===== src/rtl/core/ptrs_pkg.sv =====
// ============================================================================
// ptrs_pkg: periodic task release scheduler shared definitions
// Sizes, command codes, internal op and state encodings, queue entry types.
// ============================================================================
package ptrs_pkg;

    localparam int MAX_TASKS = 8;
    localparam int SLOT_W    = $clog2(MAX_TASKS);

    localparam int CMD_W  = 2;
    localparam int TASK_W = 3;
    localparam int TIME_W = 32;
    localparam int PEND_W = 16;

    localparam logic [TIME_W-1:0] FP_PRIO_LIMIT = TIME_W'(100);
    localparam logic [PEND_W-1:0] PENDING_MAX   = '1;

    // command codes on the input channel
    localparam logic [CMD_W-1:0] CMD_WRITE  = CMD_W'(0);
    localparam logic [CMD_W-1:0] CMD_TICK   = CMD_W'(1);
    localparam logic [CMD_W-1:0] CMD_SELECT = CMD_W'(2);

    // command queue between front and back
    localparam int QDEPTH = 2;
    localparam int QPTR_W = $clog2(QDEPTH);
    localparam int QCNT_W = $clog2(QDEPTH + 1);

    typedef enum logic [1:0] {
        OP_WRITE,
        OP_TICK,
        OP_SELECT,
        OP_NOP
    } ptrs_op_t;

    typedef enum logic [1:0] {
        ST_IDLE,
        ST_SCAN,
        ST_DONE
    } ptrs_state_t;

    typedef struct packed {
        ptrs_op_t            op;
        logic [TASK_W-1:0]   task_index;
        logic                entry_valid;
        logic [TIME_W-1:0]   entry_period;
        logic [TIME_W-1:0]   entry_release_time;
        logic                entry_is_edf;
        logic [TIME_W-1:0]   entry_priority;
        logic [PEND_W-1:0]   entry_pending;
        logic [TIME_W-1:0]   now_time;
        logic [TASK_W-1:0]   current_task;
    } ptrs_cmd_t;

    typedef struct packed {
        logic      valid;
        ptrs_cmd_t cmd;
    } ptrs_qhead_t;

endpackage


===== src/rtl/core/ptrs_if.sv =====
// ============================================================================
// ptrs_if: scheduler channel interfaces
// Command channel and result channel, valid/ready handshake.
// ============================================================================
interface ptrs_in_if;
    logic                          valid;
    logic                          ready;
    logic [ptrs_pkg::CMD_W-1:0]    command;
    logic [ptrs_pkg::TASK_W-1:0]   task_index;
    logic                          entry_valid;
    logic [ptrs_pkg::TIME_W-1:0]   entry_period;
    logic [ptrs_pkg::TIME_W-1:0]   entry_release_time;
    logic                          entry_is_edf;
    logic [ptrs_pkg::TIME_W-1:0]   entry_priority;
    logic [ptrs_pkg::PEND_W-1:0]   entry_pending;
    logic [ptrs_pkg::TIME_W-1:0]   now_time;
    logic [ptrs_pkg::TASK_W-1:0]   current_task;

    modport source (
        output valid, command, task_index, entry_valid, entry_period,
               entry_release_time, entry_is_edf, entry_priority, entry_pending,
               now_time, current_task,
        input  ready
    );
    modport sink (
        input  valid, command, task_index, entry_valid, entry_period,
               entry_release_time, entry_is_edf, entry_priority, entry_pending,
               now_time, current_task,
        output ready
    );
endinterface

interface ptrs_out_if;
    logic                          valid;
    logic                          ready;
    logic [ptrs_pkg::TASK_W-1:0]   best_task;
    logic                          switch_needed;
    logic                          released_any;
    logic [ptrs_pkg::TIME_W-1:0]   release_total;

    modport source (
        output valid, best_task, switch_needed, released_any, release_total,
        input  ready
    );
    modport sink (
        input  valid, best_task, switch_needed, released_any, release_total,
        output ready
    );
endinterface


===== src/rtl/core/ptrs_front.sv =====
// ============================================================================
// ptrs_front: command intake
// Accepts command beats, decodes them into ops and holds them in a short queue.
// ============================================================================
module ptrs_front (
    input  logic                 clk,
    input  logic                 rst_n,
    ptrs_in_if.sink              task_cmd,
    output ptrs_pkg::ptrs_qhead_t qhead,
    input  logic                 pop
);
    import ptrs_pkg::*;

    ptrs_cmd_t           q_mem_reg [QDEPTH];
    logic [QPTR_W-1:0]   wr_ptr_reg, wr_ptr_next;
    logic [QPTR_W-1:0]   rd_ptr_reg, rd_ptr_next;
    logic [QCNT_W-1:0]   count_reg, count_next;
    ptrs_cmd_t           dec_cmd;
    logic                push;

    // decode: out-of-range writes and the spare code become no-ops
    always_comb
    begin
        dec_cmd.task_index         = task_cmd.task_index;
        dec_cmd.entry_valid        = task_cmd.entry_valid;
        dec_cmd.entry_period       = task_cmd.entry_period;
        dec_cmd.entry_release_time = task_cmd.entry_release_time;
        dec_cmd.entry_is_edf       = task_cmd.entry_is_edf;
        dec_cmd.entry_priority     = task_cmd.entry_priority;
        dec_cmd.entry_pending      = task_cmd.entry_pending;
        dec_cmd.now_time           = task_cmd.now_time;
        dec_cmd.current_task       = task_cmd.current_task;
        case (task_cmd.command)
            CMD_WRITE:
            begin
                if (32'(task_cmd.task_index) < 32'(MAX_TASKS))
                    dec_cmd.op = OP_WRITE;
                else
                    dec_cmd.op = OP_NOP;
            end
            CMD_TICK:   dec_cmd.op = OP_TICK;
            CMD_SELECT: dec_cmd.op = OP_SELECT;
            default:    dec_cmd.op = OP_NOP;
        endcase
    end

    assign task_cmd.ready = (count_reg != QCNT_W'(QDEPTH));
    assign push           = task_cmd.valid && task_cmd.ready;

    assign qhead.valid = (count_reg != '0);
    assign qhead.cmd   = q_mem_reg[rd_ptr_reg];

    always_comb
    begin
        wr_ptr_next = wr_ptr_reg;
        rd_ptr_next = rd_ptr_reg;
        count_next  = count_reg;
        if (push)
            wr_ptr_next = (wr_ptr_reg == QPTR_W'(QDEPTH - 1)) ? '0 : wr_ptr_reg + 1'b1;
        if (pop)
            rd_ptr_next = (rd_ptr_reg == QPTR_W'(QDEPTH - 1)) ? '0 : rd_ptr_reg + 1'b1;
        if (push && !pop)
            count_next = count_reg + 1'b1;
        else if (pop && !push)
            count_next = count_reg - 1'b1;
    end

    always_ff @(posedge clk or negedge rst_n)
    begin
        if (!rst_n)
        begin
            wr_ptr_reg <= '0;
            rd_ptr_reg <= '0;
            count_reg  <= '0;
        end
        else
        begin
            wr_ptr_reg <= wr_ptr_next;
            rd_ptr_reg <= rd_ptr_next;
            count_reg  <= count_next;
        end
    end

    always_ff @(posedge clk)
    begin
        if (push)
            q_mem_reg[wr_ptr_reg] <= dec_cmd;
    end

endmodule


===== src/rtl/core/ptrs_back.sv =====
// ============================================================================
// ptrs_back: task table and scan engine
// Executes queued ops: table writes, release scans, best-task scans.
// ============================================================================
module ptrs_back (
    input  logic                  clk,
    input  logic                  rst_n,
    input  ptrs_pkg::ptrs_qhead_t qhead,
    output logic                  pop,
    ptrs_out_if.source            sched_res
);
    import ptrs_pkg::*;

    localparam logic [SLOT_W-1:0] LAST_SLOT = SLOT_W'(MAX_TASKS - 1);

    logic                slot_valid_reg   [MAX_TASKS];
    logic [TIME_W-1:0]   slot_period_reg  [MAX_TASKS];
    logic [TIME_W-1:0]   slot_release_reg [MAX_TASKS];
    logic                slot_edf_reg     [MAX_TASKS];
    logic [TIME_W-1:0]   slot_prio_reg    [MAX_TASKS];
    logic [PEND_W-1:0]   slot_pend_reg    [MAX_TASKS];
    logic                slot_valid_next   [MAX_TASKS];
    logic [TIME_W-1:0]   slot_period_next  [MAX_TASKS];
    logic [TIME_W-1:0]   slot_release_next [MAX_TASKS];
    logic                slot_edf_next     [MAX_TASKS];
    logic [TIME_W-1:0]   slot_prio_next    [MAX_TASKS];
    logic [PEND_W-1:0]   slot_pend_next    [MAX_TASKS];

    ptrs_state_t         state_reg, state_next;
    ptrs_cmd_t           cur_reg, cur_next;
    logic [SLOT_W-1:0]   idx_reg, idx_next;
    logic [TIME_W-1:0]   bound_reg, bound_next;
    logic [SLOT_W-1:0]   best_reg, best_next;
    logic                edf_seen_reg, edf_seen_next;
    logic                any_reg, any_next;
    logic [TIME_W-1:0]   rel_cnt_reg, rel_cnt_next;

    logic                out_valid_reg, out_valid_next;
    logic [TASK_W-1:0]   res_best_reg, res_best_next;
    logic                res_switch_reg, res_switch_next;
    logic                res_rel_reg, res_rel_next;
    logic [TIME_W-1:0]   res_total_reg, res_total_next;

    logic [SLOT_W-1:0]   wr_slot;
    logic                cand;

    assign wr_slot = SLOT_W'(qhead.cmd.task_index);
    assign cand    = slot_valid_reg[idx_reg] && (slot_pend_reg[idx_reg] != '0);

    always_comb
    begin
        slot_valid_next   = slot_valid_reg;
        slot_period_next  = slot_period_reg;
        slot_release_next = slot_release_reg;
        slot_edf_next     = slot_edf_reg;
        slot_prio_next    = slot_prio_reg;
        slot_pend_next    = slot_pend_reg;
        state_next        = state_reg;
        cur_next          = cur_reg;
        idx_next          = idx_reg;
        bound_next        = bound_reg;
        best_next         = best_reg;
        edf_seen_next     = edf_seen_reg;
        any_next          = any_reg;
        rel_cnt_next      = rel_cnt_reg;
        out_valid_next    = out_valid_reg && !sched_res.ready;
        res_best_next     = res_best_reg;
        res_switch_next   = res_switch_reg;
        res_rel_next      = res_rel_reg;
        res_total_next    = res_total_reg;
        pop               = 1'b0;

        case (state_reg)
            ST_IDLE:
            begin
                if (qhead.valid)
                begin
                    pop           = 1'b1;
                    cur_next      = qhead.cmd;
                    idx_next      = SLOT_W'(1);
                    bound_next    = FP_PRIO_LIMIT;
                    best_next     = '0;
                    edf_seen_next = 1'b0;
                    any_next      = 1'b0;
                    case (qhead.cmd.op)
                        OP_WRITE:
                        begin
                            slot_valid_next[wr_slot]   = qhead.cmd.entry_valid;
                            slot_period_next[wr_slot]  = qhead.cmd.entry_period;
                            slot_release_next[wr_slot] = qhead.cmd.entry_release_time;
                            slot_edf_next[wr_slot]     = qhead.cmd.entry_is_edf;
                            slot_prio_next[wr_slot]    = qhead.cmd.entry_priority;
                            slot_pend_next[wr_slot]    = qhead.cmd.entry_pending;
                            state_next                 = ST_DONE;
                        end
                        OP_TICK, OP_SELECT: state_next = ST_SCAN;
                        default:            state_next = ST_DONE;
                    endcase
                end
            end
            ST_SCAN:
            begin
                if (cur_reg.op == OP_TICK)
                begin
                    if (slot_valid_reg[idx_reg] &&
                        cur_reg.now_time >= slot_release_reg[idx_reg])
                    begin
                        slot_release_next[idx_reg] = slot_release_reg[idx_reg] +
                                                     slot_period_reg[idx_reg];
                        if (slot_pend_reg[idx_reg] != PENDING_MAX)
                            slot_pend_next[idx_reg] = slot_pend_reg[idx_reg] + 1'b1;
                        rel_cnt_next = rel_cnt_reg + 1'b1;
                        any_next     = 1'b1;
                    end
                end
                else if (cand)
                begin
                    // EDF: ties go to the later slot; fixed priority: strict less
                    if (edf_seen_reg)
                    begin
                        if (slot_edf_reg[idx_reg] && slot_prio_reg[idx_reg] <= bound_reg)
                        begin
                            bound_next = slot_prio_reg[idx_reg];
                            best_next  = idx_reg;
                        end
                    end
                    else if (slot_edf_reg[idx_reg])
                    begin
                        edf_seen_next = 1'b1;
                        bound_next    = slot_prio_reg[idx_reg];
                        best_next     = idx_reg;
                    end
                    else if (slot_prio_reg[idx_reg] < bound_reg)
                    begin
                        bound_next = slot_prio_reg[idx_reg];
                        best_next  = idx_reg;
                    end
                end
                if (idx_reg == LAST_SLOT)
                    state_next = ST_DONE;
                else
                    idx_next = idx_reg + 1'b1;
            end
            ST_DONE:
            begin
                if (!out_valid_reg || sched_res.ready)
                begin
                    out_valid_next  = 1'b1;
                    res_best_next   = (cur_reg.op == OP_SELECT) ? TASK_W'(best_reg) : '0;
                    res_switch_next = (cur_reg.op == OP_SELECT) &&
                                      (TASK_W'(best_reg) != cur_reg.current_task);
                    res_rel_next    = (cur_reg.op == OP_TICK) && any_reg;
                    res_total_next  = rel_cnt_reg;
                    state_next      = ST_IDLE;
                end
            end
            default: state_next = ST_IDLE;
        endcase
    end

    always_ff @(posedge clk or negedge rst_n)
    begin
        if (!rst_n)
        begin
            for (int i = 0; i < MAX_TASKS; i++)
            begin
                slot_valid_reg[i]   <= 1'b0;
                slot_period_reg[i]  <= '0;
                slot_release_reg[i] <= '0;
                slot_edf_reg[i]     <= 1'b0;
                slot_prio_reg[i]    <= '0;
                slot_pend_reg[i]    <= '0;
            end
            state_reg     <= ST_IDLE;
            rel_cnt_reg   <= '0;
            out_valid_reg <= 1'b0;
        end
        else
        begin
            slot_valid_reg   <= slot_valid_next;
            slot_period_reg  <= slot_period_next;
            slot_release_reg <= slot_release_next;
            slot_edf_reg     <= slot_edf_next;
            slot_prio_reg    <= slot_prio_next;
            slot_pend_reg    <= slot_pend_next;
            state_reg        <= state_next;
            rel_cnt_reg      <= rel_cnt_next;
            out_valid_reg    <= out_valid_next;
        end
    end

    always_ff @(posedge clk)
    begin
        cur_reg        <= cur_next;
        idx_reg        <= idx_next;
        bound_reg      <= bound_next;
        best_reg       <= best_next;
        edf_seen_reg   <= edf_seen_next;
        any_reg        <= any_next;
        res_best_reg   <= res_best_next;
        res_switch_reg <= res_switch_next;
        res_rel_reg    <= res_rel_next;
        res_total_reg  <= res_total_next;
    end

    assign sched_res.valid         = out_valid_reg;
    assign sched_res.best_task     = res_best_reg;
    assign sched_res.switch_needed = res_switch_reg;
    assign sched_res.released_any  = res_rel_reg;
    assign sched_res.release_total = res_total_reg;

endmodule


===== src/rtl/core/periodic_task_release_scheduler.sv =====
// ============================================================================
// periodic_task_release_scheduler: mixed EDF / fixed-priority task scheduler
// Task table with periodic release on tick and best-task selection on select.
// ============================================================================
// Usage:
//  - task_cmd (sink): one beat per command. command selects a table write,
//    a time tick (now_time) or a select (current_task). The entry_* fields
//    matter only for writes. A write to a slot beyond the table is dropped
//    but still answered; the spare command code changes nothing.
//  - sched_res (source): exactly one result beat per command beat, in order.
//    best_task/switch_needed are set by selects only, released_any by ticks
//    only; release_total always shows the running release count after the
//    command.
//  - A write or a spare command passes from the queue through ST_IDLE and
//    ST_DONE into the result register; a tick or a select also passes
//    through ST_SCAN, in which the scan engine visits slots 1..MAX_TASKS-1
//    one per cycle. The engine takes the next command only once it is idle.
//  - A two-deep command queue sits ahead of the engine, so commands are taken
//    while the engine works or while a result waits in the output register.
//    If the receiver stalls, the engine holds its finished result and the
//    queue fills; task_cmd.ready drops once it is full.
//  - Reset clears the whole table and the release counter at once; the block
//    takes commands in the first cycle after reset.
// ============================================================================
module periodic_task_release_scheduler (
    input  logic        clk,
    input  logic        rst_n,
    ptrs_in_if.sink     task_cmd,
    ptrs_out_if.source  sched_res
);
    import ptrs_pkg::*;

    ptrs_qhead_t qhead;
    logic        pop;

    // intake: decode and queue
    ptrs_front u_front (
        .clk      (clk),
        .rst_n    (rst_n),
        .task_cmd (task_cmd),
        .qhead    (qhead),
        .pop      (pop)
    );

    // execution: table, scans, result register
    ptrs_back u_back (
        .clk       (clk),
        .rst_n     (rst_n),
        .qhead     (qhead),
        .pop       (pop),
        .sched_res (sched_res)
    );

    // engine never takes from an empty queue
    a_pop_nonempty: assert property (@(posedge clk) disable iff (!rst_n)
        pop |-> qhead.valid)
        else $error("pop from empty command queue");

    // a full queue cannot report empty
    a_full_has_head: assert property (@(posedge clk) disable iff (!rst_n)
        !task_cmd.ready |-> qhead.valid)
        else $error("queue full but head invalid");

    // a result carries tick info or select info, never both
    a_result_kind: assert property (@(posedge clk) disable iff (!rst_n)
        (sched_res.valid && sched_res.released_any) |->
            (sched_res.best_task == '0 && !sched_res.switch_needed))
        else $error("tick result carries select fields");

endmodule


===== src/flat_wrapper.sv =====
// flat-port wrapper written by rule: the top's interface ports become plain ports
module periodic_task_release_scheduler_flat import ptrs_pkg::*;
  (clk, rst_n, task_cmd_valid, task_cmd_command, task_cmd_task_index, task_cmd_entry_valid, task_cmd_entry_period, task_cmd_entry_release_time, task_cmd_entry_is_edf, task_cmd_entry_priority, task_cmd_entry_pending, task_cmd_now_time, task_cmd_current_task, task_cmd_ready, sched_res_valid, sched_res_best_task, sched_res_switch_needed, sched_res_released_any, sched_res_release_total, sched_res_ready);
  ptrs_in_if task_cmd_i ();
  ptrs_out_if sched_res_i ();
  input  logic clk;
  input  logic rst_n;
  input wire logic [$bits(task_cmd_i.valid)-1:0] task_cmd_valid;
  input wire logic [$bits(task_cmd_i.command)-1:0] task_cmd_command;
  input wire logic [$bits(task_cmd_i.task_index)-1:0] task_cmd_task_index;
  input wire logic [$bits(task_cmd_i.entry_valid)-1:0] task_cmd_entry_valid;
  input wire logic [$bits(task_cmd_i.entry_period)-1:0] task_cmd_entry_period;
  input wire logic [$bits(task_cmd_i.entry_release_time)-1:0] task_cmd_entry_release_time;
  input wire logic [$bits(task_cmd_i.entry_is_edf)-1:0] task_cmd_entry_is_edf;
  input wire logic [$bits(task_cmd_i.entry_priority)-1:0] task_cmd_entry_priority;
  input wire logic [$bits(task_cmd_i.entry_pending)-1:0] task_cmd_entry_pending;
  input wire logic [$bits(task_cmd_i.now_time)-1:0] task_cmd_now_time;
  input wire logic [$bits(task_cmd_i.current_task)-1:0] task_cmd_current_task;
  output wire logic [$bits(task_cmd_i.ready)-1:0] task_cmd_ready;
  output wire logic [$bits(sched_res_i.valid)-1:0] sched_res_valid;
  output wire logic [$bits(sched_res_i.best_task)-1:0] sched_res_best_task;
  output wire logic [$bits(sched_res_i.switch_needed)-1:0] sched_res_switch_needed;
  output wire logic [$bits(sched_res_i.released_any)-1:0] sched_res_released_any;
  output wire logic [$bits(sched_res_i.release_total)-1:0] sched_res_release_total;
  input wire logic [$bits(sched_res_i.ready)-1:0] sched_res_ready;
  assign task_cmd_i.valid = task_cmd_valid;
  assign task_cmd_i.command = task_cmd_command;
  assign task_cmd_i.task_index = task_cmd_task_index;
  assign task_cmd_i.entry_valid = task_cmd_entry_valid;
  assign task_cmd_i.entry_period = task_cmd_entry_period;
  assign task_cmd_i.entry_release_time = task_cmd_entry_release_time;
  assign task_cmd_i.entry_is_edf = task_cmd_entry_is_edf;
  assign task_cmd_i.entry_priority = task_cmd_entry_priority;
  assign task_cmd_i.entry_pending = task_cmd_entry_pending;
  assign task_cmd_i.now_time = task_cmd_now_time;
  assign task_cmd_i.current_task = task_cmd_current_task;
  assign task_cmd_ready = task_cmd_i.ready;
  assign sched_res_valid = sched_res_i.valid;
  assign sched_res_best_task = sched_res_i.best_task;
  assign sched_res_switch_needed = sched_res_i.switch_needed;
  assign sched_res_released_any = sched_res_i.released_any;
  assign sched_res_release_total = sched_res_i.release_total;
  assign sched_res_i.ready = sched_res_ready;
  periodic_task_release_scheduler u_core (.clk(clk), .rst_n(rst_n), .task_cmd(task_cmd_i), .sched_res(sched_res_i));
endmodule

===== config.mk =====
export PLATFORM = sky130hd
export DESIGN_NAME = periodic_task_release_scheduler_flat
export DESIGN_NICKNAME = d
export VERILOG_FILES = /design/src/rtl/core/ptrs_pkg.sv /design/src/rtl/core/ptrs_if.sv /design/src/rtl/core/ptrs_front.sv /design/src/rtl/core/ptrs_back.sv /design/src/rtl/core/periodic_task_release_scheduler.sv /design/src/flat_wrapper.sv
export SDC_FILE = /design/constraint.sdc
export NUM_CORES = 2
export LEC_CHECK = 0
export ABC_AREA = 1
export BUFFER_PORTS_ARGS = -buffer_cell sky130_fd_sc_hd__buf_2
export CAP_MARGIN = 20
export CORE_UTILIZATION = 23
export CTS_CLUSTER_DIAMETER = 100
export DETAILED_ROUTE_END_ITERATION = 16
export PLACE_DENSITY_LB_ADDON = 0.12
export SYNTH_ARGS = -nofsm -noshare
export SYNTH_HDL_FRONTEND = slang
export SYNTH_SLANG_ARGS = --single-unit

===== constraint.sdc =====
create_clock -name clk -period 9.17 [get_ports clk]
set_input_delay 1.3755 -clock clk [delete_from_list [all_inputs] [get_ports clk]]
set_output_delay 1.3755 -clock clk [all_outputs]
set_load 0.01 [all_outputs]

Yosys cells after proc, flatten, opt, wreduce, memory -nomap -nowiden. Memories as Yosys holds them, arrays and structs flattened. Cells that the tools add are included.

Bits in registers: 1065. RAM bits: 308. Input port bits: 158. Output and inout bits: 39. Word-level logic and storage cells: 234. Memories kept: 1.

Add/sub/neg operators: 8. $lt $le $gt $ge: 7. Eq/ne operators: 24. Muxes and demuxes: 91. Bitwise gates (word level): 2. Reduce and logical (&&, ||, !) cells: 35.

Memory list: u_core.u_front.q_mem_reg (words 2, bits a word 154, rd ports 1, clocked after memory_dff 0, write ports 1, RTL line ptrs_front.sv:14) `ptrs_cmd_t q_mem_reg [QDEPTH];`.

Operator list (number): 256-bit bitwise mux (4); 256-bit two-way mux (4); 128-bit two-way mux (5); 256-bit one-hot mux with 2 select lines (1); 32-bit two-way mux (15); 32-bit binary-select mux with 3-bit select (3); 128-bit bitwise mux (2); 128-bit one-hot mux with 2 select lines (1); 32-bit demux with 3-bit select (2); 16-bit demux with 3-bit select (2); 16-bit two-way mux (4); 32-bit one-hot mux with 2 select lines (1); 16-bit binary-select mux with 3-bit select (1); 32-bit by 1-bit adder with 32-bit output (second input constant) (1); 32-bit adder (1); 32-bit >= comparator (1); 32-bit less-or-equal comparator (1); 32-bit less-than comparator (1); 3-bit two-way mux (9); 1-bit two-way mux (20); 2-bit != test (second input constant) (9); 16-bit by 1-bit adder with 16-bit output (second input constant) (1); 8-bit bitwise mux (2); 16-bit != test (second input constant) (1); other kinds (32) (75).

Longest topological paths before layout.
Word-level depth: 11. Gate-level depth with buffers: 29. Gate-level depth less buffers: 23.

By module. Synthesis repeated with hierarchy kept, for this count alone.

Cells, all modules: 7328. Area, all modules: 65360.2 µm².

Modules (own cells, without submodules): ptrs_back (instances 1, cells each 6821, area an instance 53943.0 µm², sequential area each 27121.0 µm²); ptrs_front (instances 1, cells each 507, area an instance 11417.2 µm², sequential area each 9349.0 µm²).

Worst setup path after synthesis. OpenSTA, ideal clock, no wires.

Path kind: input -> register. From: input port task_cmd_valid. To: memory u_core.u_front.q_mem_reg[1][0] (netlist name), enable pin. Library setup time: 0.671 ns. Data arrival time: 7.878 ns. Data required time: 8.499 ns. Setup slack: 0.621 ns. Stages on the path: 2. Buffers on the path: 0. Path through: nand2_1 > nor2_1.

Word-level cells in the longest chain between the ends: 3.

Ends and longest elaborated chain: start, declared (RTL line flat_wrapper.sv:8) `input wire logic [$bits(task_cmd_i.valid)-1:0] task_cmd_valid;`; 1-bit logical AND (RTL line ptrs_front.sv:48) `assign push = task_cmd.valid && task_cmd.ready;`; 1-bit two-way mux (RTL line ptrs_front.sv:86) `if (push)`; 1-bit two-way mux (implied by the code) (RTL line ptrs_front.sv:87) `q_mem_reg[wr_ptr_reg] <= dec_cmd;`; end, declared (RTL line ptrs_front.sv:14).

Every way passes these cells.

Worst setup path in the final report.
From: register u_core.u_back.idx_reg[0]. To: register u_core.u_back.slot_pend_reg[62] (netlist name).

Word-level cells in the longest chain between the ends: 10. Elaborated cells on any way between the ends: 27. Those cells by class: add/sub: 1; order compare: 3; eq/ne: 3; mux: 16; bitwise: 1; reduce/logical: 3.

Ends and longest elaborated chain: start, declared (RTL line ptrs_back.sv:31) `logic [SLOT_W-1:0] idx_reg, idx_next;`; start signal, assigned (RTL line ptrs_back.sv:195) `idx_reg <= idx_next;`; 3-bit inverter with 4-bit output (implied by the code) (*); 16-bit binary-select mux with 3-bit select, or another cell as far along (RTL line ptrs_back.sv:110, ptrs_back.sv:111); 16-bit two-way mux (implied by the code) or 1-bit logical AND (tied branches) (RTL line ptrs_back.sv:110, ptrs_back.sv:111); 16-bit two-way mux, on equally long branches (RTL line ptrs_back.sv:110, ptrs_back.sv:111); 16-bit by 1-bit adder with 16-bit output or 16-bit demux with 3-bit select (tied branches) (RTL line ptrs_back.sv:111) `slot_pend_next[idx_reg] = slot_pend_reg[idx_reg] + 1'b1;`; 128-bit bitwise mux (RTL line ptrs_back.sv:111); 128-bit two-way mux (RTL line ptrs_back.sv:110) `if (slot_pend_reg[idx_reg] != PENDING_MAX)`; 128-bit two-way mux (RTL line ptrs_back.sv:105) `if (slot_valid_reg[idx_reg] &&`; 128-bit two-way mux (RTL line ptrs_back.sv:103) `if (cur_reg.op == OP_TICK)`; 128-bit one-hot mux with 2 select lines (RTL line ptrs_back.sv:73) `case (state_reg)`; end signal, assigned (RTL line ptrs_back.sv:185) `slot_pend_reg <= slot_pend_next;`; end, declared (RTL line ptrs_back.sv:21) `logic [PEND_W-1:0] slot_pend_reg [MAX_TASKS];`.

Every way passes the cells marked *; elsewhere a longest branch is shown, timed or not. The select of a mux whose other input is x is not followed. A chain may end at the register's enable or synchronous reset.

==> run metrics <==
total gr overflow 0; Port Buf Inserts 196; initial antenna violation count 27; RSZ-0062 raised after global routing no; GRT Util Overall 18.9%; Post-Synth Adder-Cell Area 1.95%; TritonCTS buffer count 181; P_leak 0.0335 uW; Tcrit/Tclk final 77.2%; via count 56210; Post-CTS Hold Fix Bufs 0; Starting DRT DRC Count 5313; Largest delay share family, worst path simple AND/OR/NAND/NOR gates; main combinational cell family by area after synthesis simple AND/OR/NAND/NOR gates; commonest non-fill, non-tap cells in the layout 2170 x nand2_1, 950 x dfrtp_1, 824 x inv_1; MaxCap Viol Count 0; Pwr Density 366 nW/um^2; hold path startpoint u_core.u_back.rel_cnt_reg[2]$_DFFE_PN0P_; Routability Congestion 0.889; global-route wire length before repair 405 mm; die area 291000 sq um; Worst Path Buf+Inv 5; Register Area 36500 sq um; Yosys warnings 0; HPWL after detailed placement 173 mm; area grow syn2layout 16.9%; r2r endpoint u_core.u_back.slot_pend_reg[62]$_DFFE_PN0P_; drt pass-1 iters 6; CTS Root Cell clkbuf_16; vias in the first global route 55068; clk slew on worst S/H paths 0.06 ns; Final TNS setup 0 ns; core region area 288000 sq um; status complete, no violations; fillers 31077; Critical Path, Cell by Cell buf_12 > inv_4 > nor2_4 > buf_4 > nand2_1 > nand3_1 > nor4_1 > ha_1 > nand2_1 > inv_1 > nand3_1 > nor3_1 > nor2_1 > nand2_1 > nand2_1 > nand2_1 > nand2_1 > nand2_1 > nand4_1 > buf_4 > nor2_2 > nand2_1 > nand2_1; slowest cell on the critical path nor2_4; final setup fails 0; Clock Skews 0.0655 ns; fin util 27.0%; Period minus WS final 7.08 ns; post-synthesis simple-gate area fraction 19.3%; Peak Freq 0.141 GHz; max-slew violations 0; Synthesized Nets 8058; I/O pin cnt 197; Synth Area per Inst 8.53 sq um; post-place instance area 71900 sq um; largest net degree at the start of global routing 169; Mapped Area 66500 sq um; Reg2Reg Depth 23; fin nets 8131; Worst EP required 9.94 ns; Seq/Total Area, Yosys 54.8%; share of flip-flops with an asynchronous set or reset 69.3%; most common cell after layout, fill and taps aside nand2_1; CTS resizes 0; Max clock buf depth 4; worst slew pin tran 1.15 ns; Post-synth top flop dfrtp_1; Final Instance Area 77800 sq um; CP Class register to register; final hold violation count 0; Post-synth EDFFs 422; Largest register FFs 308; post-CTS setup repair buffer count 0; DRC violations left 0; routed length per instance 23.8 microns; crit end category register; hold_ws 0.453 ns; Routed WL 281 mm; post-DR vias/cell 4.76; Netlist cell types 50; post-synthesis instance total 7797; Compound-Gate Fraction of Synth Area 15.3%; Worst VDD drop 0.176 mV; layout cells sized above 1 8.74%; worst hold path class register to register; Synth Register Bits 1373; r2r startpoint u_core.u_back.idx_reg[0]$_SDFFCE_PN1P_; XOR/XNOR Fraction of Synth Area 0.698%; area of the multi-input gates 25300 sq um; r2r setup slk 2.09 ns; die height 540 microns; Die Width 540 microns; Clock Sinks 1373; Slew headroom 22.7%; Worst Hold End u_core.u_back.sched_res.release_total[2]$_DFFE_PP_; final antenna-violating net count 0; FP Rows 197; H-tree depth 4; mux cell area share after synthesis 0.361%; type of origin of the critical path register; TritonCTS clock tree built; Hold Path Depth 0; most frequent CP cell nand2_1; Initial Utilization 23.1%; maximum fanout along the worst path 129; Worst EP arrival 7.85 ns; clk_lat worst skew 0.88 ns; Largest stage delay, worst path 0.91 ns; Worst Setup SP u_core.u_back.idx_reg[0]$_SDFFCE_PN1P_
-- per-layer routing --
metal,vias up,GRT usage (%),share of wire [%]
li1,26150,-,-
met5,-,0,0.049
met1,27881,26.1,46
met4,22,4.84,2.6
met2,1763,30.8,46
met3,394,2.74,5.3
-- synth_stat cells, types with 6 or more instances --
| cell | instances | area, sq um |
|---|---|---|
| nand2_1 | 2176 | 8170 |
| dfrtp_1 | 951 | 23800 |
| inv_1 | 828 | 3110 |
| o21ai_0 | 723 | 3620 |
| nor2_1 | 551 | 2070 |
| edfxtp_1 | 422 | 12700 |
| clkbuf_1 | 340 | 1280 |
| nand3_1 | 288 | 1440 |
| a31oi_1 | 273 | 1710 |
| o22ai_1 | 256 | 1600 |
| a21oi_1 | 204 | 1020 |
| o21bai_1 | 136 | 1020 |
| ha_1 | 102 | 1280 |
| nand4_1 | 61 | 382 |
| buf_2 | 51 | 255 |
| a221oi_1 | 50 | 438 |
| buf_1 | 40 | 150 |
| or2_2 | 40 | 250 |
| nor4_1 | 32 | 200 |
| o21ai_1 | 29 | 145 |
| o2111ai_1 | 28 | 245 |
| xor2_1 | 27 | 236 |
| xnor2_1 | 26 | 228 |
| mux2i_1 | 24 | 240 |
| nor3_1 | 22 | 110 |
| buf_4 | 17 | 128 |
| a22oi_1 | 14 | 105 |
| inv_2 | 14 | 52.6 |
| nor2_2 | 9 | 56.3 |
| o211ai_1 | 9 | 67.6 |
| nand3b_1 | 8 | 60.1 |
| and2_1 | 6 | 37.5 |
| o21a_1 | 6 | 45.0 |
-- logic make-up after synthesis --
logic type | after synthesis
adder cells (fa/ha/maj) | 103
AND/OR/NAND/NOR | 3202
XOR/XNOR | 53
AO/OA/AOI/OAI | 1750
flip-flops | 1373
multiplexers | 24
buffers and inverters | 1292
-- report_power, final --
group	internal [uW]	switching, uW	leakage (uW)
logic	2960	8860	0.0139
clock network	4210	2920	0.00287
registers	8620	875	0.0167
-- how the worst max path moves through the flow --
stage | to | cells past startpoint | slack (ns)
2_1_floorplan | u_core.u_front.q_mem_reg[1][0]$_DFFE_PP_ | 2 | 0.62
3_3_place_gp | u_core.u_back.slot_pend_reg[51]$_DFFE_PN0P_ | 21 | 2.33
3_5_place_dp | u_core.u_back.slot_pend_reg[62]$_DFFE_PN0P_ | 21 | 2.27
4_1_cts | u_core.u_back.slot_pend_reg[62]$_DFFE_PN0P_ | 21 | 2.24
5_1_grt | u_core.u_back.slot_pend_reg[51]$_DFFE_PN0P_ | 21 | 1.77
6_report | u_core.u_back.slot_pend_reg[62]$_DFFE_PN0P_ | 23 | 2.09
-- metrics by stage --
| step | setup WS, ns | power [uW] | std cells |
|---|---|---|---|
| after floorplan | 0.621 | 16200 | 7797 |
| after global placement | 2.33 | 21300 | 11464 |
| after detailed placement | 2.27 | 21400 | 11468 |
| after CTS | 2.24 | 28700 | 11800 |
| after global routing | 1.77 | 30200 | 11801 |
| final | 2.09 | 28400 | 11804 |
-- layout make-up --
type	count	area share (%)
antenna	4	0.0129
clock buffer	263	6.68
clock inverter	69	0.866
inverter	844	4.08
multi-input combinational	5132	32.5
sequential	1373	46.9
tap	3781	6.08
timing repair buffer	338	2.90
Power figures use the tool's default switching activity.
